<file path="src/bsd_pkg.sv">
// types and codes for the bounded sequence deque unit
// no dependencies
`timescale 1ns / 1ps

package bsd_pkg;

  typedef enum logic [2:0] {
    CMD_PUSH_FRONT = 3'd0,
    CMD_PUSH_BACK  = 3'd1,
    CMD_POP_FRONT  = 3'd2,
    CMD_POP_BACK   = 3'd3,
    CMD_INSERT     = 3'd4,
    CMD_ERASE      = 3'd5
  } cmd_e;

  typedef enum logic [1:0] {
    STAT_DONE   = 2'd0,
    STAT_FULL   = 2'd1,
    STAT_REJECT = 2'd2
  } status_e;

  typedef enum logic [1:0] {
    ST_IDLE = 2'd0,
    ST_EXEC = 2'd1,
    ST_LOAD = 2'd2
  } state_e;

  typedef struct packed {
    logic [2:0]         command;
    logic [4:0]         position;
    logic signed [31:0] value;
  } in_item_t;

  typedef struct packed {
    logic signed [31:0] front_value;
    logic signed [31:0] back_value;
    logic [4:0]         entry_count;
    logic               is_empty;
    logic [1:0]         status;
  } out_item_t;

  typedef struct packed {
    logic capture;
    logic execute;
    logic load;
  } ctrl_cmd_t;

endpackage

</file>
<file path="src/bsd_ctrl.sv">
// controller state machine: accept, execute, load result
// depends on bsd_pkg
`timescale 1ns / 1ps

module bsd_ctrl (
  input  logic              clk_i,
  input  logic              rst_ni,
  input  logic              in_valid_i,
  output logic              in_ready_o,
  output logic              out_valid_o,
  input  logic              out_ready_i,
  output bsd_pkg::ctrl_cmd_t ctrl_o
);
  import bsd_pkg::*;

  state_e state_q, state_d;
  logic   out_valid_q, out_valid_d;
  logic   out_free;

  assign out_free = !out_valid_q || out_ready_i;

  always_comb begin
    state_d = state_q;
    case (state_q)
      ST_IDLE: begin
        if (in_valid_i) state_d = ST_EXEC;
      end
      ST_EXEC: state_d = ST_LOAD;
      ST_LOAD: begin
        if (out_free) state_d = ST_IDLE;
      end
      default: state_d = ST_IDLE;
    endcase
  end

  always_comb begin
    ctrl_o     = '0;
    in_ready_o = 1'b0;
    case (state_q)
      ST_IDLE: begin
        in_ready_o     = 1'b1;
        ctrl_o.capture = in_valid_i;
      end
      ST_EXEC: ctrl_o.execute = 1'b1;
      ST_LOAD: ctrl_o.load = out_free;
      default: ;
    endcase
  end

  always_comb begin
    out_valid_d = out_valid_q;
    if (out_valid_q && out_ready_i) out_valid_d = 1'b0;
    if (ctrl_o.load) out_valid_d = 1'b1;
  end

  always_ff @(posedge clk_i or negedge rst_ni) begin
    if (!rst_ni) begin
      state_q     <= ST_IDLE;
      out_valid_q <= 1'b0;
    end else begin
      state_q     <= state_d;
      out_valid_q <= out_valid_d;
    end
  end

  assign out_valid_o = out_valid_q;

endmodule

</file>
<file path="src/bsd_datapath.sv">
// datapath: row of shifting cells, count, status and result register
// depends on bsd_pkg
`timescale 1ns / 1ps

module bsd_datapath #(
  parameter int CAPACITY = 16
) (
  input  logic               clk_i,
  input  logic               rst_ni,
  input  bsd_pkg::ctrl_cmd_t ctrl_i,
  input  bsd_pkg::in_item_t  in_item_i,
  output bsd_pkg::out_item_t out_item_o
);
  import bsd_pkg::*;

  localparam int CW = $clog2(CAPACITY + 1);
  localparam int AW = $clog2(CAPACITY);
  localparam int IW = (CW > 5) ? CW : 5;

  in_item_t        req_q;
  logic [CW-1:0]   count_q, count_d;
  logic [31:0]     cells_q [CAPACITY];
  logic [31:0]     cells_d [CAPACITY];
  status_e         status_q, status_d;
  out_item_t       res_q;

  logic [IW-1:0]   pos_ext, cnt_ext, eff;
  logic            is_ins, is_ers, full, empty, do_ins, do_ers;
  logic [CW-1:0]   cnt_m1;
  logic [AW-1:0]   back_idx;
  logic [CW+4:0]   cnt_wide;

  assign pos_ext = IW'(req_q.position);
  assign cnt_ext = IW'(count_q);
  assign full    = (count_q == CW'(CAPACITY));
  assign empty   = (count_q == '0);

  always_comb begin
    is_ins = 1'b0;
    is_ers = 1'b0;
    eff    = '0;
    case (req_q.command)
      CMD_PUSH_FRONT: is_ins = 1'b1;
      CMD_PUSH_BACK: begin
        is_ins = 1'b1;
        eff    = cnt_ext;
      end
      CMD_POP_FRONT: is_ers = 1'b1;
      CMD_POP_BACK: begin
        is_ers = 1'b1;
        eff    = cnt_ext - IW'(1);
      end
      CMD_INSERT: begin
        is_ins = 1'b1;
        eff    = pos_ext;
      end
      CMD_ERASE: begin
        is_ers = 1'b1;
        eff    = pos_ext;
      end
      default: ;
    endcase
  end

  always_comb begin
    status_d = STAT_REJECT;
    if (is_ins) begin
      if (full) status_d = STAT_FULL;
      else if (eff > cnt_ext) status_d = STAT_REJECT;
      else status_d = STAT_DONE;
    end else if (is_ers) begin
      if (empty || eff >= cnt_ext) status_d = STAT_REJECT;
      else status_d = STAT_DONE;
    end
  end

  assign do_ins = is_ins && (status_d == STAT_DONE);
  assign do_ers = is_ers && (status_d == STAT_DONE);

  always_comb begin
    count_d = count_q;
    if (do_ins) count_d = count_q + CW'(1);
    else if (do_ers) count_d = count_q - CW'(1);
  end

  // each cell picks hold, left neighbor, right neighbor or the new value
  for (genvar i = 0; i < CAPACITY; i++) begin : g_cell
    logic [IW-1:0] idx;
    assign idx = IW'(i);
    always_comb begin
      cells_d[i] = cells_q[i];
      if (do_ins) begin
        if (idx == eff) begin
          cells_d[i] = req_q.value;
        end else if (idx > eff) begin
          if (i > 0) cells_d[i] = cells_q[(i > 0) ? i - 1 : 0];
        end
      end else if (do_ers) begin
        if (idx >= eff && i < CAPACITY - 1) begin
          cells_d[i] = cells_q[(i < CAPACITY - 1) ? i + 1 : i];
        end
      end
    end
    always_ff @(posedge clk_i) begin
      if (ctrl_i.execute) cells_q[i] <= cells_d[i];
    end
  end

  assign cnt_m1   = count_q - CW'(1);
  assign back_idx = cnt_m1[AW-1:0];
  assign cnt_wide = {5'd0, count_q};

  always_ff @(posedge clk_i or negedge rst_ni) begin
    if (!rst_ni) begin
      count_q <= '0;
    end else if (ctrl_i.execute) begin
      count_q <= count_d;
    end
  end

  always_ff @(posedge clk_i) begin
    if (ctrl_i.capture) req_q <= in_item_i;
    if (ctrl_i.execute) status_q <= status_d;
    if (ctrl_i.load) begin
      res_q.front_value <= empty ? '0 : cells_q[0];
      res_q.back_value  <= empty ? '0 : cells_q[back_idx];
      res_q.entry_count <= cnt_wide[4:0];
      res_q.is_empty    <= empty;
      res_q.status      <= status_q;
    end
  end

  assign out_item_o = res_q;

endmodule

</file>
<file path="src/bounded_sequence_deque_unit.sv">
// top level of the bounded sequence deque unit
// depends on bsd_pkg, bsd_ctrl, bsd_datapath
//
//   channel | handshake              | payload
//   --------+------------------------+--------------------
//   in      | in_valid_i / in_ready_o  | in_item_i  (in_item_t)
//   out     | out_valid_o / out_ready_i| out_item_o (out_item_t)
//
// an item passes through three steps: capture, cell update, result load
// the row of cells shifts in parallel; the result register
// is loaded from cell zero and the cell at count minus one
// a new item is taken while a result still waits in the output register
// reset clears the count; cell contents are unknown until written
`timescale 1ns / 1ps

module bounded_sequence_deque_unit #(
  parameter int CAPACITY = 16
) (
  input  logic               clk_i,
  input  logic               rst_ni,
  input  logic               in_valid_i,
  output logic               in_ready_o,
  input  bsd_pkg::in_item_t  in_item_i,
  output logic               out_valid_o,
  input  logic               out_ready_i,
  output bsd_pkg::out_item_t out_item_o
);
  import bsd_pkg::*;

  ctrl_cmd_t ctrl;

  bsd_ctrl u_ctrl (
    .clk_i       (clk_i),
    .rst_ni      (rst_ni),
    .in_valid_i  (in_valid_i),
    .in_ready_o  (in_ready_o),
    .out_valid_o (out_valid_o),
    .out_ready_i (out_ready_i),
    .ctrl_o      (ctrl)
  );

  bsd_datapath #(
    .CAPACITY (CAPACITY)
  ) u_datapath (
    .clk_i      (clk_i),
    .rst_ni     (rst_ni),
    .ctrl_i     (ctrl),
    .in_item_i  (in_item_i),
    .out_item_o (out_item_o)
  );

endmodule

</file>
<file path="config.mk">
export PLATFORM = sky130hd
export DESIGN_NAME = bounded_sequence_deque_unit
export DESIGN_NICKNAME = d
export VERILOG_FILES = /design/src/bsd_pkg.sv /design/src/bsd_ctrl.sv /design/src/bsd_datapath.sv /design/src/bounded_sequence_deque_unit.sv
export SDC_FILE = /design/constraint.sdc
export NUM_CORES = 1
export LEC_CHECK = 0
export ABC_AREA = 1
export BUFFER_PORTS_ARGS = -buffer_cell sky130_fd_sc_hd__clkbuf_2
export CORE_ASPECT_RATIO = 0.6
export CORE_UTILIZATION = 35
export DETAILED_ROUTE_END_ITERATION = 8
export PLACE_DENSITY = 0.56
export SKIP_LAST_GASP = 1
export SYNTH_ARGS = -nofsm -noshare
export SYNTH_HDL_FRONTEND = slang
export SYNTH_HIERARCHICAL = 1
export SYNTH_SLANG_ARGS = --single-unit
</file>
<file path="constraint.sdc">
create_clock -name clk_i -period 18 [get_ports clk_i]
set_input_delay 3.6 -clock clk_i [delete_from_list [all_inputs] [get_ports clk_i]]
set_output_delay 3.6 -clock clk_i [all_outputs]
set_load 0.02 [all_outputs]
</file>
==> impl_metrics.py <==
metrics = {
    "status": {
        "status": "finished clean",
    },
    "floorplan": {
        "std_cell_rows": 90,
        "die_x_um": 415,
        "core_area_um2": 101000,
        "io_pins": 118,
        "die_area_um2": 104000,
        "initial_utilization_pct": 35.5,
        "die_h_um": 250,
    },
    "sta": {
        "setup_tns_ns": 0,
        "setup_violations": 0,
        "skew_ns": 0.0274,
        "layout_worst_path_cycle_share_pct": 39.7,
        "timing.hold.ws_ns": 0.430,
        "tightest_slew_ns": 1.15,
        "finalMaxSlewViolations": 0,
        "hold_viol": 0,
        "rsz0062_at_grt": "false",
        "min_period_ns": 7.15,
        "maxSlewHeadroom_pct": 23.6,
        "fmax_mhz": 140,
        "finalWorstSetupSlack_ns": 10.85,
    },
    "finish": {
        "n_antenna_cell": 0,
        "post-route-util_pct": 38.8,
        "final_cells": 5646,
        "drive_gt1_share_pct": 7.72,
        "finalNetCount": 4310,
        "syn_to_final_growth_pct": 9.32,
    },
    "grt": {
        "gr-total-overflow": 0,
        "grt_pass1_wl_um": 176000,
        "grt_antenna_before_repair": 1,
        "globalRouteTotalUtil_pct": 21.8,
        "grt_max_degree": 254,
        "grt_pass1_vias": 28800,
    },
    "critical_path": {
        "critPathTopFamily": "buffers and inverters",
        "crit_buf_inv": 7,
        "crit_path_frequent_cell": "buf_4",
        "crit_path_end_kind": "flip-flop",
        "cp.required_ns": 18.37,
        "crit_slowest_cell": "buf_4",
        "crit_path_start_kind": "flip-flop",
        "worst-path-max-fanout": 127,
        "path_class": "reg2reg",
        "cp.arrival_ns": 7.52,
        "path_cells": "clkinv_2 > buf_4 > buf_4 > nand3_2 > xor2_4 > nand2_2 > nand2_4 > ha_1 > a21o_1 > a21oi_1 > nand2_1 > inv_1 > nand2_1 > nand2_2 > nand2_8 > inv_8 > buf_4 > buf_4 > o21ai_0",
        "max_stage_delay_ns": 0.88,
    },
    "synth": {
        "yosysMostFrequentCell": "nand2_1",
        "ys_types": 34,
        "synth_top_cell_by_area": "edfxtp_1",
        "synth_nets": 4440,
        "synth-edff-count": 626,
        "async_reset_ff_share_pct": 1.26,
        "synth_area_um2": 35800,
        "synth_cells": 4390,
        "synth-seq-area-share_pct": 53.1,
        "ys_warn_count": 6,
        "synthTopCellsByCount": "1463 x nand2_1, 838 x o21ai_0, 626 x edfxtp_1, 309 x inv_1, 205 x a21oi_1",
        "ys_ff_latch": 634,
        "ys.flop_type": "edfxtp_1",
        "yosys-top-cells-area": "edfxtp_1 52%, nand2_1 15%, o21ai_0 12%",
        "synth_area_per_cell_um2": 8.16,
        "synth.top_cell.area_share_pct": 52.5,
    },
    "placed_design": {
        "place_congestion": 0.829,
        "placedCellCount": 5532,
        "port-buffer-count": 117,
        "pre_cts_ws_ns": 10.92,
        "dp_hpwl_um": 66500,
    },
    "detailed_routing": {
        "vias_per_cell": 5.52,
        "postRouteAntennaNets": 0,
        "drc_errors": 0,
        "drt_iter0_markers": 3566,
        "post_drt_wl_per_cell_um": 20.6,
        "routed_wl_um": 116000,
        "via_count": 31200,
        "first_pass_iters": 7,
    },
    "clocking": {
        "clk_pin_slew_ns": 0.06,
        "post_cts_buffers": 0,
        "cts_buffer_depth": 3,
        "cts_tree": "built",
        "clkSinkCount": 634,
        "holdBufCountCts": 0,
        "htree_levels": 2,
        "numCtsBuffers": 60,
        "clock_latency_ns": 0.68,
        "cts_resized": 0,
        "clk_root_buffer_cell": "clkbuf_16",
    },
    "run": {
        "drv_cap": 0,
    },
    "power_and_ir_drop": {
        "power_density_nw_per_um2": 177,
        "ir_drop_mv": 0.156,
        "p_leak_nw": 15.8,
    },
    "min_path": {
        "hp-class": "reg2reg",
    },
}
## through the flow
step                power [W]  area [um^2]
CTS                   0.00693        39200
floorplan             0.00452        35800
finish                0.00695        39200
global route          0.00738        39200
detailed placement    0.00556        37100
global placement      0.00553        37100
## flip-flops by register name, indices dropped and copies added, names as in the netlist
signal	count
u_datapath/req_q	35
u_datapath/status_q	2
u_ctrl/state_q	2
u_ctrl/out_valid_o	1
u_datapath/cnt_ext	5
u_datapath/cells_q	512
u_datapath/out_item_o	72
u_datapath/pos_ext	5
## layout make-up
cell class | instances | area, um^2
Tap cell | 1334 | 1670
Fill cell | 10300 | 61700
Sequential cell | 634 | 19000
Inverter | 322 | 1220
Clock inverter | 36 | 354
Multi-Input combinational cell | 3069 | 14200
Timing Repair Buffer | 173 | 1040
Clock buffer | 78 | 1660
## final timing paths
| path | startpoint | end | slack [ns] | cells past startpoint |
|---|---|---|---|---|
| setup reg to reg | u_datapath/cnt_ext[0]$_DFFE_PN0P_ | u_datapath/cells_q[1][28]$_DFFE_PP_ | 10.85 | 19 |
| hold reg to reg | u_datapath/status_q[0]$_DFFE_PP_ | u_datapath/out_item_o[0]$_DFFE_PP_ | 0.43 | 0 |
| hold / removal | u_datapath/status_q[0]$_DFFE_PP_ | u_datapath/out_item_o[0]$_DFFE_PP_ | 0.43 | 0 |
| min in group asynchronous | rst_ni | u_datapath/cnt_ext[1]$_DFFE_PN0P_ | 2.79 | 1 |
| setup / recovery | u_datapath/cnt_ext[0]$_DFFE_PN0P_ | u_datapath/cells_q[1][28]$_DFFE_PP_ | 10.85 | 19 |
| max in group asynchronous | rst_ni | u_datapath/cnt_ext[0]$_DFFE_PN0P_ | 14.99 | 1 |
## cells in the final DEF, fill, tap and decap left out, types with 8 or more instances in the layout
master and count:
a21oi_1 198, buf_4 53, clkbuf_1 11, clkbuf_16 62
clkbuf_2 117, clkinv_1 10, clkinv_2 19, edfxtp_1 626
inv_1 307, inv_2 13, nand2_1 1459, nand3_1 142
nand3_2 8, nand4_1 71, nor2_1 77, nor2_4 13
o211ai_1 96, o21ai_0 838, o21ai_1 125
## logic make-up (layout without fill, tap and decap cells)
group / count (synthesis) / count (layout) / share of synthesized area, %
XOR/XNOR: 5 / 5 / 0.175
buffers and inverters: 687 / 609 / 7.96
AND/OR/NAND/NOR: 1791 / 1791 / 20.2
AO/OA/AOI/OAI: 1267 / 1267 / 18.4
flip-flops: 634 / 634 / 53.1
adder cells (fa/ha/maj): 6 / 6 / 0.210
## per-layer routing
layer	part of all wire [%]	vias to the layer above	GRT usage, %
met3	8.7	146	3.19
met5	0	-	0
met2	43	1328	32.5
met1	47	15100	33.2
met4	1.7	0	4.32
li1	-	14600	-
## report_power, final
group	internal [W]	switching (W)
Clock	0.000749	0.000607
Combinational	0.000865	0.00242
Sequential	0.00215	0.000161
Total	0.00376	0.00318
Note: power is estimated with default switching activity, not from simulation.
